--- src/sv/bdq_pkg.sv ---
// Shared types and constants for the bounded double-ended queue.
`timescale 1ns / 1ps
`default_nettype none
package bdq_pkg;

  localparam int VALUE_W = 32;
  localparam int CAP_W   = 5;
  localparam logic [CAP_W-1:0] CAP_RESET = 5'd16;

  // Operation codes carried with each request.
  typedef enum logic [1:0] {
    ACT_PUSH_FRONT = 2'd0,
    ACT_PUSH_BACK  = 2'd1,
    ACT_POP_FRONT  = 2'd2,
    ACT_POP_BACK   = 2'd3
  } action_t;

  // Sequencer states: take a request, wait for the memory read, deliver.
  typedef enum logic [1:0] {
    ST_IDLE,
    ST_READ,
    ST_DONE
  } state_t;

  // Flags of one result, as produced by the controller.
  typedef struct packed {
    logic ok;
    logic is_empty;
    logic is_full;
  } status_t;

endpackage
`default_nettype wire

--- src/sv/bdq_ram.sv ---
// Generic single-write, single-read RAM with a registered read port.
`timescale 1ns / 1ps
`default_nettype none
module bdq_ram #(
  parameter int WIDTH = 32,
  parameter int DEPTH = 16
) (
  input  wire logic                                  clk,
  input  wire logic                                  we,
  input  wire logic [(DEPTH > 1 ? $clog2(DEPTH) : 1)-1:0] waddr,
  input  wire logic [WIDTH-1:0]                      wdata,
  input  wire logic [(DEPTH > 1 ? $clog2(DEPTH) : 1)-1:0] raddr,
  output logic      [WIDTH-1:0]                      rdata
);

  logic [WIDTH-1:0] mem [DEPTH];

  // Write port and registered read port.
  always_ff @(posedge clk) begin
    if (we) begin
      mem[waddr] <= wdata;
    end
    rdata <= mem[raddr];
  end

endmodule
`default_nettype wire

--- src/sv/bdq_ctrl.sv ---
// Pointer, count and capacity control with the request sequencer.
`timescale 1ns / 1ps
`default_nettype none
module bdq_ctrl
  import bdq_pkg::*;
#(
  parameter int DEPTH = 16
) (
  input  wire logic                                       clk,
  input  wire logic                                       rst,
  input  wire logic                                       cfg_wen,
  input  wire logic [CAP_W-1:0]                           cfg_wdata,
  input  wire logic                                       req_valid,
  output logic                                            req_ready,
  input  wire action_t                                    req_action,
  input  wire logic [VALUE_W-1:0]                         req_value,
  output logic                                            mem_we,
  output logic [(DEPTH > 1 ? $clog2(DEPTH) : 1)-1:0]      mem_waddr,
  output logic [VALUE_W-1:0]                              mem_wdata,
  output logic [(DEPTH > 1 ? $clog2(DEPTH) : 1)-1:0]      front_addr,
  output logic [(DEPTH > 1 ? $clog2(DEPTH) : 1)-1:0]      rear_addr,
  output logic                                            res_valid,
  input  wire logic                                       res_taken,
  output status_t                                         res_status
);

  localparam int AW    = (DEPTH > 1) ? $clog2(DEPTH) : 1;
  localparam int CNT_W = $clog2(DEPTH + 1);
  localparam int CMP_W = (CNT_W > CAP_W) ? CNT_W : CAP_W;
  localparam logic [AW-1:0]    LAST_IDX = AW'(DEPTH - 1);
  localparam logic [CMP_W-1:0] DEPTH_C  = CMP_W'(DEPTH);

  state_t            state, state_next;
  logic [AW-1:0]     head, head_next;
  logic [AW-1:0]     tail, tail_next;
  logic [CNT_W-1:0]  count, count_next;
  logic [CAP_W-1:0]  capacity;
  status_t           status, status_next;

  logic [CMP_W-1:0]  cap_ext, eff_cap;
  logic              full_now, empty_now, ok;
  logic              accept;
  logic [AW-1:0]     head_dec, head_inc, tail_dec, tail_inc;

  assign accept = req_valid && req_ready;

  // Wrapping neighbors of the pointers.
  assign head_dec = (head == '0) ? LAST_IDX : head - AW'(1);
  assign head_inc = (head == LAST_IDX) ? '0 : head + AW'(1);
  assign tail_dec = (tail == '0) ? LAST_IDX : tail - AW'(1);
  assign tail_inc = (tail == LAST_IDX) ? '0 : tail + AW'(1);

  // Effective capacity saturates at the storage depth.
  assign cap_ext   = CMP_W'(capacity);
  assign eff_cap   = (cap_ext > DEPTH_C) ? DEPTH_C : cap_ext;
  assign full_now  = CMP_W'(count) >= eff_cap;
  assign empty_now = count == '0;

  // Apply one operation to the pointers and the count.
  always_comb begin
    head_next = head;
    tail_next = tail;
    count_next = count;
    ok = 1'b0;
    mem_we = 1'b0;
    mem_waddr = tail;
    mem_wdata = req_value;
    unique case (req_action)
      ACT_PUSH_FRONT: begin
        if (!full_now) begin
          ok = 1'b1;
          head_next = head_dec;
          count_next = count + CNT_W'(1);
          mem_we = accept;
          mem_waddr = head_dec;
        end
      end
      ACT_PUSH_BACK: begin
        if (!full_now) begin
          ok = 1'b1;
          tail_next = tail_inc;
          count_next = count + CNT_W'(1);
          mem_we = accept;
          mem_waddr = tail;
        end
      end
      ACT_POP_FRONT: begin
        if (!empty_now) begin
          ok = 1'b1;
          head_next = head_inc;
          count_next = count - CNT_W'(1);
        end
      end
      ACT_POP_BACK: begin
        if (!empty_now) begin
          ok = 1'b1;
          tail_next = tail_dec;
          count_next = count - CNT_W'(1);
        end
      end
      default: begin
        ok = 1'b0;
      end
    endcase
    status_next.ok = ok;
    status_next.is_empty = count_next == '0;
    status_next.is_full = CMP_W'(count_next) >= eff_cap;
  end

  // Next-state logic of the sequencer.
  always_comb begin
    state_next = state;
    unique case (state)
      ST_IDLE: if (req_valid) state_next = ST_READ;
      ST_READ: state_next = ST_DONE;
      ST_DONE: if (res_taken) state_next = ST_IDLE;
      default: state_next = ST_IDLE;
    endcase
  end

  // Output decode of the sequencer.
  always_comb begin
    req_ready = 1'b0;
    res_valid = 1'b0;
    unique case (state)
      ST_IDLE: req_ready = 1'b1;
      ST_READ: req_ready = 1'b0;
      ST_DONE: res_valid = 1'b1;
      default: req_ready = 1'b0;
    endcase
  end

  // Reads always follow the committed pointers.
  assign front_addr = head;
  assign rear_addr  = tail_dec;
  assign res_status = status;

  // Control registers.
  always_ff @(posedge clk) begin
    if (rst) begin
      state    <= ST_IDLE;
      head     <= '0;
      tail     <= '0;
      count    <= '0;
      capacity <= CAP_RESET;
    end else begin
      state <= state_next;
      if (cfg_wen) begin
        capacity <= cfg_wdata;
      end
      if (accept) begin
        head  <= head_next;
        tail  <= tail_next;
        count <= count_next;
      end
    end
  end

  // Result flags captured with the request.
  always_ff @(posedge clk) begin
    if (accept) begin
      status <= status_next;
    end
  end

endmodule
`default_nettype wire

--- src/sv/bounded_double_ended_queue.sv ---
// Top level of the bounded double-ended queue.
//
// Requests arrive on the s_ group: s_tuser carries the action (push front,
// push back, pop front, pop back) and s_tdata the word to push. Each request
// yields exactly one result on the m_ group: m_tdata carries the front and
// rear words after the operation (all ones when empty), m_tuser the ok,
// empty and full flags. The user must write capacity through cfg_wen /
// cfg_wdata only while the queue is idle; the block does not enforce this.
// Values above DEPTH act as DEPTH. The entries live in a ring of DEPTH words
// held in two identical RAM copies, one read at the head and one at the slot
// before the tail. A request passes through the states IDLE, READ and DONE:
// acceptance updates the pointers and writes the RAM, READ holds the
// registered RAM read, and DONE moves the result into the output register.
// Requests are taken only in IDLE; one finished result may wait in the
// output register while the next request is processed. If the receiver
// stalls longer, the sequencer holds the next result and s_tready stays low.
// Reset clears the pointers, the count and m_tvalid and sets capacity to 16;
// RAM contents are not cleared and are never read before being written.
`timescale 1ns / 1ps
`default_nettype none
module bounded_double_ended_queue
  import bdq_pkg::*;
#(
  parameter int DEPTH = 16
) (
  input  wire logic             clk,
  input  wire logic             rst,
  input  wire logic             cfg_wen,
  input  wire logic [4:0]       cfg_wdata,
  input  wire logic             s_tvalid,
  output logic                  s_tready,
  input  wire logic [31:0]      s_tdata,   // [31:0] value
  input  wire logic [1:0]       s_tuser,   // [1:0] action
  output logic                  m_tvalid,
  input  wire logic             m_tready,
  output logic      [63:0]      m_tdata,   // [31:0] front_value, [63:32] rear_value
  output logic      [2:0]       m_tuser    // [0] ok, [1] is_empty, [2] is_full
);

  localparam int AW = (DEPTH > 1) ? $clog2(DEPTH) : 1;

  logic                mem_we;
  logic [AW-1:0]       mem_waddr;
  logic [VALUE_W-1:0]  mem_wdata;
  logic [AW-1:0]       front_addr, rear_addr;
  logic [VALUE_W-1:0]  front_word, rear_word;
  logic                res_valid, res_taken;
  status_t             res_status;
  logic [VALUE_W-1:0]  front_sel, rear_sel;

  bdq_ctrl #(
    .DEPTH(DEPTH)
  ) u_ctrl (
    .clk       (clk),
    .rst       (rst),
    .cfg_wen   (cfg_wen),
    .cfg_wdata (cfg_wdata),
    .req_valid (s_tvalid),
    .req_ready (s_tready),
    .req_action(action_t'(s_tuser)),
    .req_value (s_tdata),
    .mem_we    (mem_we),
    .mem_waddr (mem_waddr),
    .mem_wdata (mem_wdata),
    .front_addr(front_addr),
    .rear_addr (rear_addr),
    .res_valid (res_valid),
    .res_taken (res_taken),
    .res_status(res_status)
  );

  // Copy read at the head.
  bdq_ram #(
    .WIDTH(VALUE_W),
    .DEPTH(DEPTH)
  ) u_ram_front (
    .clk  (clk),
    .we   (mem_we),
    .waddr(mem_waddr),
    .wdata(mem_wdata),
    .raddr(front_addr),
    .rdata(front_word)
  );

  // Copy read at the slot before the tail.
  bdq_ram #(
    .WIDTH(VALUE_W),
    .DEPTH(DEPTH)
  ) u_ram_rear (
    .clk  (clk),
    .we   (mem_we),
    .waddr(mem_waddr),
    .wdata(mem_wdata),
    .raddr(rear_addr),
    .rdata(rear_word)
  );

  // An empty queue reports all ones for both words.
  assign front_sel = res_status.is_empty ? '1 : front_word;
  assign rear_sel  = res_status.is_empty ? '1 : rear_word;

  // Output register loads whenever it is free or being emptied.
  assign res_taken = res_valid && (!m_tvalid || m_tready);

  always_ff @(posedge clk) begin
    if (rst) begin
      m_tvalid <= 1'b0;
    end else if (res_taken) begin
      m_tvalid <= 1'b1;
    end else if (m_tready) begin
      m_tvalid <= 1'b0;
    end
  end

  always_ff @(posedge clk) begin
    if (res_taken) begin
      m_tdata <= {rear_sel, front_sel};
      m_tuser <= {res_status.is_full, res_status.is_empty, res_status.ok};
    end
  end

endmodule
`default_nettype wire

--- config.mk ---
export PLATFORM = sky130hd
export DESIGN_NAME = bounded_double_ended_queue
export DESIGN_NICKNAME = d
export VERILOG_FILES = /design/src/sv/bdq_pkg.sv /design/src/sv/bdq_ram.sv /design/src/sv/bdq_ctrl.sv /design/src/sv/bounded_double_ended_queue.sv
export SDC_FILE = /design/constraint.sdc
export NUM_CORES = 1
export LEC_CHECK = 0
export ABC_AREA = 1
export BUFFER_PORTS_ARGS = -buffer_cell sky130_fd_sc_hd__clkbuf_2
export CAP_MARGIN = 0
export CORE_MARGIN = 2
export CORE_UTILIZATION = 40
export DETAILED_ROUTE_END_ITERATION = 7
export HOLD_SLACK_MARGIN = 0.02
export SLEW_MARGIN = 5
export SYNTH_ARGS = -nofsm -noshare
export SYNTH_HDL_FRONTEND = slang
export SYNTH_HIERARCHICAL = 1
export SYNTH_SLANG_ARGS = --single-unit
export TNS_END_PERCENT = 30
--- constraint.sdc ---
create_clock -name clk -period 12.4 [get_ports clk]
set_clock_uncertainty 0.15 [all_clocks]
set_input_delay 1.86 -clock clk [delete_from_list [all_inputs] [get_ports clk]]
set_output_delay 1.86 -clock clk [all_outputs]
set_load 0.05 [all_outputs]
After elaboration in Yosys (flattened, before gate mapping)

Memory sizes are Yosys's and may differ from the RTL's. A register that Yosys moved wholly into a read port is not among the register bits.
Index checks and enable logic that the tools add are counted.

Flip-flop bits (word level): 91
RAM bits: 1024
Bits of input ports: 44
Output and inout port bits: 69
Word-level logic and storage cells: 83
Memories kept: 2

Add/subtract/negate cells: 6
$lt $le $gt $ge: 3
Eq/ne operators: 13
Multiplexer cells: 30
Reduce and logical (&&, ||, !) cells: 18

Memory list:

| memory          | words | width | read ports | clocked after Yosys merged registers in | write ports | line          | text |
|---|---|---|---|---|---|---|---|
| u_ram_front.mem | 16    | 32    | 1          | 1                                       | 1           | bdq_ram.sv:16 | `logic [WIDTH-1:0] mem [DEPTH];` |
| u_ram_rear.mem  | 16    | 32    | 1          | 1                                       | 1           | bdq_ram.sv:16 |  |

Operator list:

| operator                                            | number |
|---|---|
| 2-to-1 mux 4 bit                                    | 10 |
| one-hot mux 4 bit (2 select lines)                  | 2 |
| 2-to-1 mux 5 bit                                    | 3 |
| inequality test 2 bit, second input constant        | 6 |
| greater-or-equal comparator 5 bit                   | 2 |
| zero test 5 bit                                     | 2 |
| 2-to-1 mux 1 bit                                    | 10 |
| one-hot mux 5 bit (2 select lines)                  | 1 |
| adder 4 x 1 -> 4 bit, second input constant         | 2 |
| equality test 4 bit, second input constant          | 2 |
| zero test 4 bit                                     | 2 |
| AND reduction 4 bit                                 | 2 |
| subtractor 4 x 1 -> 4 bit, second input constant    | 2 |
| equality test 2 bit, second input constant          | 3 |
| one-hot mux 2 bit (3 select lines)                  | 1 |
| nonzero test 2 bit                                  | 3 |
| adder 5 x 1 -> 5 bit, second input constant         | 1 |
| > comparator 5 bit, second input constant           | 1 |
| subtractor 5 x 1 -> 5 bit, second input constant    | 1 |
| equality test 2 x 1 -> 1 bit, second input constant | 2 |
| zero test 2 bit                                     | 2 |
| 2-to-1 mux 2 bit                                    | 2 |
| OR reduction 2 bit                                  | 2 |
| logical AND 1 bit                                   | 2 |
| other kinds (4)                                     | 4 |

Logic depth before layout (Yosys ltp)

Depth after elaboration: 7
Gate-level depth with buffers: 19
Mapped depth without buffers: 19

Modules after synthesis

The synthesis kept the hierarchy.

By module, submodules not included:

| module                     | instances | cells each | area each (µm²) | seq. area each (µm²) |
|---|---|---|---|---|
| bdq_ram                    | 2         | 2120       | 22730.6         | 16015.4 |
| bounded_double_ended_queue | 1         | 144        | 2532.4          | 2031.9 |
| bdq_ctrl                   | 1         | 299        | 2119.5          | 490.5 |

Worst setup path before layout

No wires, ideal clock.

Path type: input port to flip-flop
Start: input port m_tready
End: register m_tdata[0], enable pin
Library setup time: 0.515 ns
Data arrival time: 5.169 ns
Data required time: 11.735 ns
Setup slack: 6.565 ns
Stages on the path: 2
Path buffers: 0
Cells stage by stage: inv_1 -> a21oi_1

Word-level cells in the longest chain between the ends: 2

Ends and longest elaborated chain:

| item                 | line                              | text |
|---|---|---|
| from (decl)          | bounded_double_ended_queue.sv:35  | `input wire logic m_tready,` |
| logical OR 1 bit     | bounded_double_ended_queue.sv:103 | `assign res_taken = res_valid && (!m_tvalid \|\| m_tready);` |
| logical AND 1 bit    | bounded_double_ended_queue.sv:103 |  |
| via res_taken        | bounded_double_ended_queue.sv:47  | `logic res_valid, res_taken;` |
| to (signal assigned) | bounded_double_ended_queue.sv:117 | `m_tdata <= {rear_sel, front_sel};` |
| to (decl)            | bounded_double_ended_queue.sv:36  | `output logic [63:0] m_tdata,` |

The timed path passes the listed nets, and every way through them passes these cells.
A chain may end at the register's enable or synchronous reset.

Final worst setup path

Start: input port s_tuser[1]
End: memory u_ram_rear.mem[5][29], enable pin

Elaborated cells on any way between the ends: 7
Classes of those cells: eq/ne: 1; mux: 4; reduce/logical: 2

RTL lines:

| item             | line                             | text |
|---|---|---|
| from (decl)      | bounded_double_ended_queue.sv:33 | `input wire logic [1:0] s_tuser,` |
| zero test 2 bit  | bdq_ctrl.sv:68                   | `unique case (req_action)` |
| 2-to-1 mux 4 bit | --                               |  |
| via mem_waddr[2] | bounded_double_ended_queue.sv:43 | `logic [AW-1:0] mem_waddr;` |
| to (decl)        | bdq_ram.sv:16                    |  |

The timed path passes the listed nets, and every way through them passes these cells.

==> summary.md <==
| Metric | Value |
|---|---|
| Die Ht | 358 um |
| Crit end category | flop |
| Yosys cell types | 38 |
| Clk slew on worst S/H paths | 0.06 ns |
| Share of layout cells above drive strength 1 | 0.0870 |
| Vias in the first global route | roughly 30000 |
| DRT Wirelength | 119 mm |
| Critical path type | input port to flop |
| Worst hold path startpoint | u_ctrl/res_status[0] |
| Row count | approximately 130 |
| Worst hold slack | 0.275 ns |
| Initial DRT Pass Iterations | 6 |
| Root Driver | clkbuf_16 |
| Max Freq | about 0.20 GHz |
| CTS Buf Count | 121 |
| Number of enable flip-flop cells after synthesis | between 1000 and 1500 |
| R2r startpoint | u_ctrl/cap_ext[1] |
| Final Max Slew Viols | 0 |
| CTS sink cnt | approximately 1200 |
| Post-CTS setup buffers | 0 |
| Status | complete, no violations |
| P_leak | ~23 nW |
| DR iter-0 viols | slightly above 3000 |
| Synth area leader | edfxtp_1 |
| Die width | around 360 um |
| Arr. time, crit path | about 5.2 ns |
| Initial core utilization | 0.404 |
| Worst min path class | flop to flop |
| DPL Wire Length | between 60 and 70 mm |
| Synth warnings | 6 |
| Area Overhead vs Synth | 11.3% |
| Post-CTS sizing | 0 |
| CP Max Fanout | 32 |
| RD Place Congestion | between 0.8 and 0.9 |
| Post-synth net total | approximately 4700 |
| DR WL/cell | approximately 18 um |
| Grt ovf | 0 |
| Area of the multi-input gates | roughly 11000 um2 |
| Worst endpoint required time | ~13 ns |
| Synth Register Bits | between 1000 and 1500 |
| Syn Inst Count | around 4700 |
| Fin crit share | 0.406 |
| Avg Cell Area, Syn | roughly 11 um2 |
| Routed Antenna Nets | 0 |
| Non-Filler Instances | roughly 6400 |
| Share of the synthesized area in the top cell type | 0.656 |
| Post-synth ARST share | 0 |
| All-Layer GR Usage | 0.184 |
| Min cycle time layout | 5.03 ns |
| Worst setup SP type | input port |
| Largest cells by area after synthesis | edfxtp_1 (66%), nand2_1 (11%), nand3_1 (7.9%) |
| Initial antenna violation count | 3 |
| Vias per cell | 4.91 |
| Largest net degree at the start of global routing | between 150 and 200 |
| Global-route wire length before repair | roughly 180 mm |
| Filler cells | 11300 |
| # DRC | 0 |
| Sequential area share after synthesis | 0.690 |
| Max-Cap Viols | 0 |
| Worst-Margin Slew | about 1.2 ns |
| Port Buf Inserts | approximately 110 |
| CTS hold repair buffers | 0 |
| Final Hold Viols | 0 |
| Fin Setup TNS | 0 ns |
| Placed instance count | between 6000 and 7000 |
| Synthesized area | between 50000 and 60000 um2 |
| I/O Pins | around 110 |
| Area of the core | 124000 um2 |
| PD cells | between 150 and 200 nW/um2 |
| Most used DFF post-synth | edfxtp_1 |
| Finished Core Util | 0.450 |
| DIE AREA | 128000 um2 |
| Post-synth top cells | nand2_1 (1411), edfxtp_1 (1094), inv_1 (814) |
| # setup viols final | 0 |
| Critical path origin | s_tuser[1] |
| Register area | 34600 um2 |
| Top-count cell post-synth | nand2_1 |
| RSZ-0062 raised after global routing | no |
| DR vias | ~32000 |
| Clock tree buffer depth | 3 |
| VDD IR max | 0.000121 V |
| Worst skew pair latency | between 0.7 and 0.8 ns |
| Nets | 4757 |
| Slew HR | 0.184 |
| CTS H-tree depth | 3 |
| TritonCTS clock tree | built |
area by class of cell:
type,instances,area share
well taps,1637,0.0367
inverters,825,0.0559
clock buffers,148,0.0575
multi-input cells,2425,0.197
diodes,1,0.0000449
clock inverters,80,0.0185
flip-flops and latches,1179,0.620
repair buffers,145,0.0149
layout by cell type, fill, tap and decap left out, drive strengths merged:
cell      synthesis  final
nor2             59     59
o21bai            2      2
a21oi            25     25
ha               16     16
diode             0      1
or2              64     64
xnor2             3      3
xor2              7      7
clkinv            2     50
a22oi             1      1
clkbuf           29    260
dfxtp            85     85
nand3b            4      4
bufinv            0     25
nand2          1421   1421
o21ai            19     19
buf             225     33
nand4             5      5
nand3           795    795
inv             823    826
nor3              4      4
clkinvlp          0      4
edfxtp         1094   1094
sequential cells by signal, indices dropped and copies added (netlist names):
| register | flops |
|---|---|
| u_ram_rear/mem | 512 |
| u_ctrl/front_addr | 4 |
| u_ram_front/mem | 512 |
| m_tuser | 3 |
| m_tdata | 64 |
| u_ctrl/state | 2 |
| u_ctrl/cap_ext | 5 |
| u_ram_rear/rdata | 32 |
| m_tvalid | 1 |
| u_ctrl/count | 5 |
| u_ctrl/tail | 4 |
| u_ctrl/res_status | 3 |
| u_ram_front/rdata | 32 |
power by group:
part | total (mW) | switching, mW | internal [mW]
sequential | 4.52 | 0.0410 | 4.48
combinational | 0.819 | 0.613 | 0.206
clock | 3.87 | 1.52 | 2.35
total | 9.21 | 2.17 | 7.04
cell families after synthesis:
group	Yosys count	synth area share
adders and majority gates	16	0.00399
buffers and inverters	1079	0.0972
xor gates and xnor gates	10	0.00175
and+or+nand+nor	2352	0.202
AOI/OAI and AO/OA	47	0.00559
DFF	1179	0.690
worst paths after layout:
kind                      endpoint  slack, ns  cells after the start
max reg2reg  u_ram_rear/mem[5][29]       7.37                     12
max          u_ram_rear/mem[5][29]       7.37                      6
min                     m_tuser[2]       0.28                      0
min reg2reg             m_tuser[2]       0.28                      0
worst max-delay path: stages:
cell and delay [ns]:
clkbuf_2 0.13, inv_2 0.16, nand4_1 0.32, o21ai_0 1.02
nand3b_1 0.58, nor2_4 1.06
layer usage:
layer | GRT usage | vias to the layer above | routed length, um
li1 | - | 15100 | -
met1 | 0.251 | 15400 | 52300
met2 | 0.309 | 856 | 57600
met3 | 0.0266 | 179 | 6430
met4 | 0.0485 | 0 | 2720
met5 | 0 | - | 0
through the flow:
stage | setup WS, ns | area (um2) | power [mW]
2_1_floorplan | 6.57 | 50100 | 5.17
5_1_grt | 7.04 | 55800 | 9.53
3_3_place_gp | 6.98 | 51500 | 5.42
3_5_place_dp | 6.83 | 51500 | 5.44
6_report | 7.37 | 55800 | 9.21
4_1_cts | 7.53 | 55800 | 9.30
(Power assumes the default switching activity.)
